**config.mk**
```make
export PLATFORM = sky130hd
export DESIGN_NAME = utf8_decoder_flat
export DESIGN_NICKNAME = d
export VERILOG_FILES = /design/src/hdl/utf8d_pkg.sv /design/src/hdl/utf8d_byte_if.sv /design/src/hdl/utf8d_res_if.sv /design/src/hdl/utf8d_core.sv /design/src/hdl/utf8_decoder.sv /design/src/flat_wrapper.sv
export SDC_FILE = /design/constraint.sdc
export NUM_CORES = 1
export LEC_CHECK = 0
export ABC_AREA = 1
export BUFFER_PORTS_ARGS = -buffer_cell sky130_fd_sc_hd__buf_2
export CAP_MARGIN = 10
export CORE_UTILIZATION = 58
export DETAILED_ROUTE_END_ITERATION = 7
export HOLD_SLACK_MARGIN = 0.08
export MAX_ROUTING_LAYER = met4
export PLACE_DENSITY = 0.91
export SYNTH_ARGS = -nofsm -noshare
export SYNTH_HDL_FRONTEND = slang
export SYNTH_HIERARCHICAL = 1
export SYNTH_SLANG_ARGS = --single-unit
```
**constraint.sdc**
```tcl
create_clock -name clk_i -period 3.2 [get_ports clk_i]
set_clock_uncertainty 0.05 [all_clocks]
set_input_delay 0.64 -clock clk_i [delete_from_list [all_inputs] [get_ports clk_i]]
set_output_delay 0.64 -clock clk_i [all_outputs]
set_load 0.03 [all_outputs]
```
**src/hdl/utf8d_pkg.sv**
```systemverilog
// utf8d_pkg: shared constants and types for the utf8 decoder
// used by the channel interfaces, the decode core and the top level

package utf8d_pkg;

  localparam int unsigned COUNT_BITS = 16;

  localparam int unsigned BYTE_W  = 8;
  localparam int unsigned CP_W    = 21;
  localparam int unsigned TOTAL_W = 16;
  localparam int unsigned PEND_W  = 2;

  localparam logic [BYTE_W-1:0] LEAD_1B_LIMIT = 8'h80;
  localparam logic [BYTE_W-1:0] LEAD_2B_LIMIT = 8'hE0;
  localparam logic [BYTE_W-1:0] LEAD_3B_LIMIT = 8'hF0;

  localparam logic [BYTE_W-1:0] CONT_MASK    = 8'h3F;
  localparam logic [BYTE_W-1:0] LEAD_2B_MASK = 8'h1F;
  localparam logic [BYTE_W-1:0] LEAD_3B_MASK = 8'h0F;
  localparam logic [BYTE_W-1:0] LEAD_4B_MASK = 8'h07;

  localparam logic [PEND_W-1:0] PEND_2B = 2'd1;
  localparam logic [PEND_W-1:0] PEND_3B = 2'd2;
  localparam logic [PEND_W-1:0] PEND_4B = 2'd3;

  localparam logic [TOTAL_W-1:0] TOTAL_MAX = '1;

  typedef struct packed {
    logic [CP_W-1:0]    code_point;
    logic               end_of_string;
    logic [TOTAL_W-1:0] char_total;
  } utf8d_res_t;

endpackage

```
**src/hdl/utf8d_byte_if.sv**
```systemverilog
// utf8d_byte_if: valid/ready channel carrying one text byte per transfer
// depends on utf8d_pkg

interface utf8d_byte_if;
  import utf8d_pkg::*;

  logic              valid;
  logic              ready;
  logic [BYTE_W-1:0] text_byte;

  modport source (output valid, output text_byte, input ready);
  modport sink   (input valid, input text_byte, output ready);
endinterface

```
**src/hdl/utf8d_res_if.sv**
```systemverilog
// utf8d_res_if: valid/ready channel carrying one decoded result per transfer
// depends on utf8d_pkg

interface utf8d_res_if;
  import utf8d_pkg::*;

  logic               valid;
  logic               ready;
  logic [CP_W-1:0]    code_point;
  logic               end_of_string;
  logic [TOTAL_W-1:0] char_total;

  modport source (output valid, output code_point, output end_of_string,
                  output char_total, input ready);
  modport sink   (input valid, input code_point, input end_of_string,
                  input char_total, output ready);
endinterface

```
**src/hdl/utf8d_core.sv**
```systemverilog
// utf8d_core: decoder state (pending count, partial code point, char count)
// and the per-byte update logic; depends on utf8d_pkg

module utf8d_core (
  input  logic                         clk_i,
  input  logic                         rst_ni,
  input  logic                         step_i,
  input  logic [utf8d_pkg::BYTE_W-1:0] text_byte_i,
  output logic                         emit_o,
  output utf8d_pkg::utf8d_res_t        res_o
);
  import utf8d_pkg::*;

  localparam int unsigned EXT_W = (COUNT_BITS > TOTAL_W) ? COUNT_BITS : TOTAL_W;
  localparam logic [COUNT_BITS-1:0] COUNT_MAX = '1;

  logic [PEND_W-1:0]     pend_q, pend_d;
  logic [CP_W-1:0]       part_q, part_d;
  logic [COUNT_BITS-1:0] cnt_q, cnt_d;
  logic [COUNT_BITS-1:0] cnt_inc;
  logic [EXT_W-1:0]      cnt_ext;
  logic                  emit_char;
  logic                  emit_end;

  assign cnt_inc = (cnt_q == COUNT_MAX) ? cnt_q : cnt_q + 1'b1;

  always_comb begin
    pend_d    = pend_q;
    part_d    = part_q;
    cnt_d     = cnt_q;
    emit_char = 1'b0;
    emit_end  = 1'b0;
    if (pend_q != '0) begin
      part_d = {part_q[CP_W-7:0], text_byte_i[5:0]};
      pend_d = pend_q - 1'b1;
      if (pend_q == PEND_2B) begin
        emit_char = 1'b1;
        cnt_d     = cnt_inc;
      end
    end else if (text_byte_i == '0) begin
      emit_end = 1'b1;
      part_d   = '0;
      cnt_d    = '0;
    end else if (text_byte_i < LEAD_1B_LIMIT) begin
      part_d    = CP_W'(text_byte_i);
      emit_char = 1'b1;
      cnt_d     = cnt_inc;
    end else if (text_byte_i < LEAD_2B_LIMIT) begin
      part_d = CP_W'(text_byte_i & LEAD_2B_MASK);
      pend_d = PEND_2B;
    end else if (text_byte_i < LEAD_3B_LIMIT) begin
      part_d = CP_W'(text_byte_i & LEAD_3B_MASK);
      pend_d = PEND_3B;
    end else begin
      part_d = CP_W'(text_byte_i & LEAD_4B_MASK);
      pend_d = PEND_4B;
    end
  end

  // end result reports the count before clearing, a char result the count after
  assign cnt_ext = emit_end ? EXT_W'(cnt_q) : EXT_W'(cnt_d);

  always_comb begin
    emit_o              = emit_char | emit_end;
    res_o.code_point    = emit_end ? '0 : part_d;
    res_o.end_of_string = emit_end;
    res_o.char_total    = (cnt_ext > EXT_W'(TOTAL_MAX)) ? TOTAL_MAX : cnt_ext[TOTAL_W-1:0];
  end

  always_ff @(posedge clk_i or negedge rst_ni) begin
    if (!rst_ni) begin
      pend_q <= '0;
      part_q <= '0;
      cnt_q  <= '0;
    end else if (step_i) begin
      pend_q <= pend_d;
      part_q <= part_d;
      cnt_q  <= cnt_d;
    end
  end

endmodule

```
**src/hdl/utf8_decoder.sv**
```systemverilog
// utf8_decoder: streaming utf8 to code point decoder, top level
// depends on utf8d_pkg, utf8d_byte_if, utf8d_res_if and utf8d_core
//
// byte_i takes one raw text byte per transfer (valid/ready). res_o gives a
// result for each completed code point and one end result (end_of_string
// high, code_point zero, char_total = string total) for a zero lead byte.
// Bytes of a multi-byte sequence other than the last give no result.
// A byte is held in an input register, decoded from there and its result
// loaded into the output register, which drives res_o. One byte per cycle
// is sustained while res_o is not stalled; the rate is set by the single
// decode step between the two registers.
// When res_o is stalled with a result held, the input register still
// drains bytes that give no result; a byte that gives a result waits, and
// byte_i drops ready once the input register is full.
// Reset clears the pending count, partial value and character count, and
// empties both registers.

module utf8_decoder (
  input  logic   clk_i,
  input  logic   rst_ni,
  utf8d_byte_if.sink  byte_i,
  utf8d_res_if.source res_o
);
  import utf8d_pkg::*;

  logic              in_vld_q, in_vld_d;
  logic [BYTE_W-1:0] in_byte_q;
  logic              out_vld_q, out_vld_d;
  utf8d_res_t        out_res_q;
  utf8d_res_t        core_res;
  logic              core_emit;
  logic              out_free;
  logic              step;

  assign out_free = ~out_vld_q | res_o.ready;
  assign step     = in_vld_q & (out_free | ~core_emit);

  assign byte_i.ready = ~in_vld_q | step;

  utf8d_core u_core (
    .clk_i       (clk_i),
    .rst_ni      (rst_ni),
    .step_i      (step),
    .text_byte_i (in_byte_q),
    .emit_o      (core_emit),
    .res_o       (core_res)
  );

  always_comb begin
    in_vld_d = byte_i.ready ? byte_i.valid : in_vld_q;
    if (step && core_emit) begin
      out_vld_d = 1'b1;
    end else if (res_o.ready) begin
      out_vld_d = 1'b0;
    end else begin
      out_vld_d = out_vld_q;
    end
  end

  always_ff @(posedge clk_i or negedge rst_ni) begin
    if (!rst_ni) begin
      in_vld_q  <= 1'b0;
      out_vld_q <= 1'b0;
    end else begin
      in_vld_q  <= in_vld_d;
      out_vld_q <= out_vld_d;
    end
  end

  always_ff @(posedge clk_i) begin
    if (byte_i.ready && byte_i.valid) begin
      in_byte_q <= byte_i.text_byte;
    end
    if (step && core_emit) begin
      out_res_q <= core_res;
    end
  end

  assign res_o.valid         = out_vld_q;
  assign res_o.code_point    = out_res_q.code_point;
  assign res_o.end_of_string = out_res_q.end_of_string;
  assign res_o.char_total    = out_res_q.char_total;

endmodule

```
**src/flat_wrapper.sv**
```systemverilog
// flat-port wrapper written by rule: the top's interface ports become plain ports
module utf8_decoder_flat import utf8d_pkg::*;
  (clk_i, rst_ni, byte_i_valid, byte_i_text_byte, byte_i_ready, res_o_valid, res_o_code_point, res_o_end_of_string, res_o_char_total, res_o_ready);
  utf8d_byte_if byte_i_i ();
  utf8d_res_if res_o_i ();
  input  logic clk_i;
  input  logic rst_ni;
  input wire logic [$bits(byte_i_i.valid)-1:0] byte_i_valid;
  input wire logic [$bits(byte_i_i.text_byte)-1:0] byte_i_text_byte;
  output wire logic [$bits(byte_i_i.ready)-1:0] byte_i_ready;
  output wire logic [$bits(res_o_i.valid)-1:0] res_o_valid;
  output wire logic [$bits(res_o_i.code_point)-1:0] res_o_code_point;
  output wire logic [$bits(res_o_i.end_of_string)-1:0] res_o_end_of_string;
  output wire logic [$bits(res_o_i.char_total)-1:0] res_o_char_total;
  input wire logic [$bits(res_o_i.ready)-1:0] res_o_ready;
  assign byte_i_i.valid = byte_i_valid;
  assign byte_i_i.text_byte = byte_i_text_byte;
  assign byte_i_ready = byte_i_i.ready;
  assign res_o_valid = res_o_i.valid;
  assign res_o_code_point = res_o_i.code_point;
  assign res_o_end_of_string = res_o_i.end_of_string;
  assign res_o_char_total = res_o_i.char_total;
  assign res_o_i.ready = res_o_ready;
  utf8_decoder u_core (.clk_i(clk_i), .rst_ni(rst_ni), .byte_i(byte_i_i), .res_o(res_o_i));
endmodule
```
==> results.toml <==
[outcome]
status = "finished, final reports clean"

[routing]
viasPerCell = 5.35
wl_mm = 8.58
drt-pass1-iter-count = 5
vias = 3335
post-route-drc-count = 0
wl_per_cell_um = 13.8
drt_iter0_markers = 414
drtAntennaViolNets = 0

[cells_and_area]
area_growth_pct = 10.4
final_area_um2 = 4540
fillers = 587
final_common_cell = "nand2_1"
layout_common_cells = "nand2_1, inv_1, buf_2"
final_nets = 535
final_util_pct = 66.5
drive_above_1_share_pct = 15.4
num_antenna_cells = 0

[clock_tree]
clock_latency_ns = 0.35
cts_tree = "built"
postCtsSetupBuffers = 0
cts.sinks = 81
h-tree-depth = 3
clkTransAtPathRegs_ns = 0.08
ctsHoldBuffers = 0
root_buffer = "clkbuf_8"
cts_resized = 0
cts_made_buffers = 9
cts_buffer_depth = 2

[timing]
fin_crit_sh_pct = 82.4
fin_setup_tns_ns = 0
timing.fmax_ghz = 0.379
setup_viol_count_final = 0
period_needed_ns = 2.64
hold_viol_final = 0
slew_violations = 0
worst_slack_ns = 0.564
tightest_slew_ns = 0.805
rsz0062_at_grt = "false"
relSlewSlack_pct = 46.4

[power]
p_sw_share_pct = 43.6
p_switching_w = 0.00189
p_clk_share_pct = 17.3
vdd_drop_max_mv = 0.620
power_per_cell_area_nw_per_um2 = 953
intPower_w = 0.00244
p_leak_nw = 2.17
seq_power_share_pct = 41.6
pwr-share-comb_pct = 41.2

[floorplanning]
row_count = 30
core_area_um2 = 6830
die-height_um = 86.2
dieArea_um2 = 7440
pin_count = 52
die_w_um = 86.2
initial_utilization_pct = 60.2

[global_routing]
grt_overflow = 0
top_usage_layer = "met2"
gr-usage-met2_pct = 39.9
grt_pass1_wl_mm = 14.2
antenna_found_initial = 0
grt_max_degree = 49
grt_pass1_vias = 3085
met1_usage_pct = 33.9
use_met3_pct = 4.86
grt_usage_pct = 25.7

[worst_setup_path]
crit_buf_inv = 1
critPathMaxStageDelay_ns = 0.71
criticalPathCategory = "reg2out"
slowest_stage = "edfxtp_1"
r2r_end = "u_core/u_core/pend_q[1]"
cpLargestDelayFamily = "flip-flops"
rrSetupSlack_ns = 0.71
crit_fanout = 21
crit_chain = "a21oi_1 > nand4_2 > buf_2"
crit_path_end_kind = "output pin"
rr_worst_depth = 8
r2r-start = "u_core/in_byte_q[7]"
required_ns = 2.51
worstSetupStartpointType = "flop"
worstPathArrival_ns = 1.95

[logic_synthesis]
synth_top_cell_area_share_pct = 33.6
ys_seq_elements = 81
synth-edff-count = 46
yosysWarnings = 6
netlist_area_um2 = 4120
synth_cells = 485
synthTopCellsByArea = "edfxtp_1, dfrtp_1, nand2_1, inv_1, nor2_1"
syn-num-nets = 498
post-synth-top-area-cell = "edfxtp_1"
syn_area_per_cell_um2 = 8.48
yosysSeqAreaShare_pct = 54.8
synthArstFlopShare_pct = 43.2
ys.flop_type = "edfxtp_1"
synth_cell_types = 36

[placed_design]
gp_congestion = 0.965
dpl_worst_slack_ns = 0.854
numPortBuffers = 51
dpl-instance-area_um2 = 4350
dp_hpwl_mm = 5.66

[flow_run]
drv_cap = 0

[hold_path]
hp-class = "in2async"
logic make-up (layout without fill, tap and decap cells):
logic type	after synthesis	count (layout)	synth area share (%)
simple gates	236	236	23.6
buf+inv	91	133	9.91
flops	81	81	54.8
compound gates	70	70	10.0
xor+xnor	6	6	1.28
fa+ha+maj	1	1	0.304
flip-flops by register name, indices dropped and copies added (netlist names):
register and cells:
u_core/u_core/pend_q 2, u_core/in_vld_q 1, u_core/res_o.code_point 21, u_core/u_core/part_q 15, u_core/res_o.char_total 16, u_core/res_o.valid 1
u_core/u_core/cnt_q 16, u_core/in_byte_q 8, u_core/res_o.end_of_string 1
synthesized netlist by cell type, types with 6 or more instances:
cell and number:
a21oi_1 17, clkbuf_1 11, buf_4 9, nor2_1 49, buf_2 6, o21ai_0 28, nand3_1 24, edfxtp_1 46
o211ai_1 11, inv_1 60, dfrtp_1 35, nand2_1 148
power groups by stage:
stage	Clock (W)	Sequential [W]	Combinational, W
after floorplan	0	0.00207	0.00109
after global placement	0	0.00180	0.00170
after detailed placement	0	0.00181	0.00175
after CTS	0.000755	0.00179	0.00177
after global routing	0.000799	0.00184	0.00198
final	0.000747	0.00180	0.00178
worst max-delay path by stage:
stage / from / endpoint / slack [ns] / cells after the start
final: u_core/in_byte_q[7] / byte_i_ready / 0.56 / 3
after CTS: u_core/in_byte_q[7] / byte_i_ready / 0.59 / 3
after global placement: u_core/in_byte_q[7] / u_core/u_core/pend_q[1] / 1.00 / 8
after detailed placement: u_core/in_byte_q[7] / u_core/u_core/pend_q[1] / 0.85 / 8
after global routing: u_core/in_byte_q[7] / byte_i_ready / 0.45 / 3
after floorplan: u_core/u_core/pend_q[1] / u_core/res_o.char_total[0] / 1.10 / 4
per-stage QoR:
step	hold WS [ns]	power, W	cells
global route	0.393	0.00462	623
finish	0.320	0.00433	623
global placement	0.420	0.00350	607
CTS	0.352	0.00432	623
floorplan	0.294	0.00317	485
detailed placement	0.431	0.00357	607
worst register-to-register path, stage by stage (launching register included):
cell      delay [ns]
edfxtp_1        0.84
a21oi_1         0.31
nand3_1         0.15
nand2_1         0.06
inv_1           0.07
buf_4           0.39
nand2_1         0.15
o21ai_0         0.20
o21ai_0         0.14
final cells by class:
cell class / count / area [um2] / share of cell area (%)
repair buffers: 56 / 293 / 6.44
inverters: 61 / 229 / 5.04
flip-flops and latches: 81 / 2260 / 49.7
clock inverters: 5 / 62.6 / 1.38
well taps: 96 / 120 / 2.64
multi-input cells: 313 / 1450 / 31.9
clock buffers: 11 / 131 / 2.89
metal layers:
layer	routed length [um]	share of wire (%)
met5	0	0
met2	4010	47
met4	161	1.9
met1	3800	44
met3	613	7.1
Power figures use the tool's default switching activity.
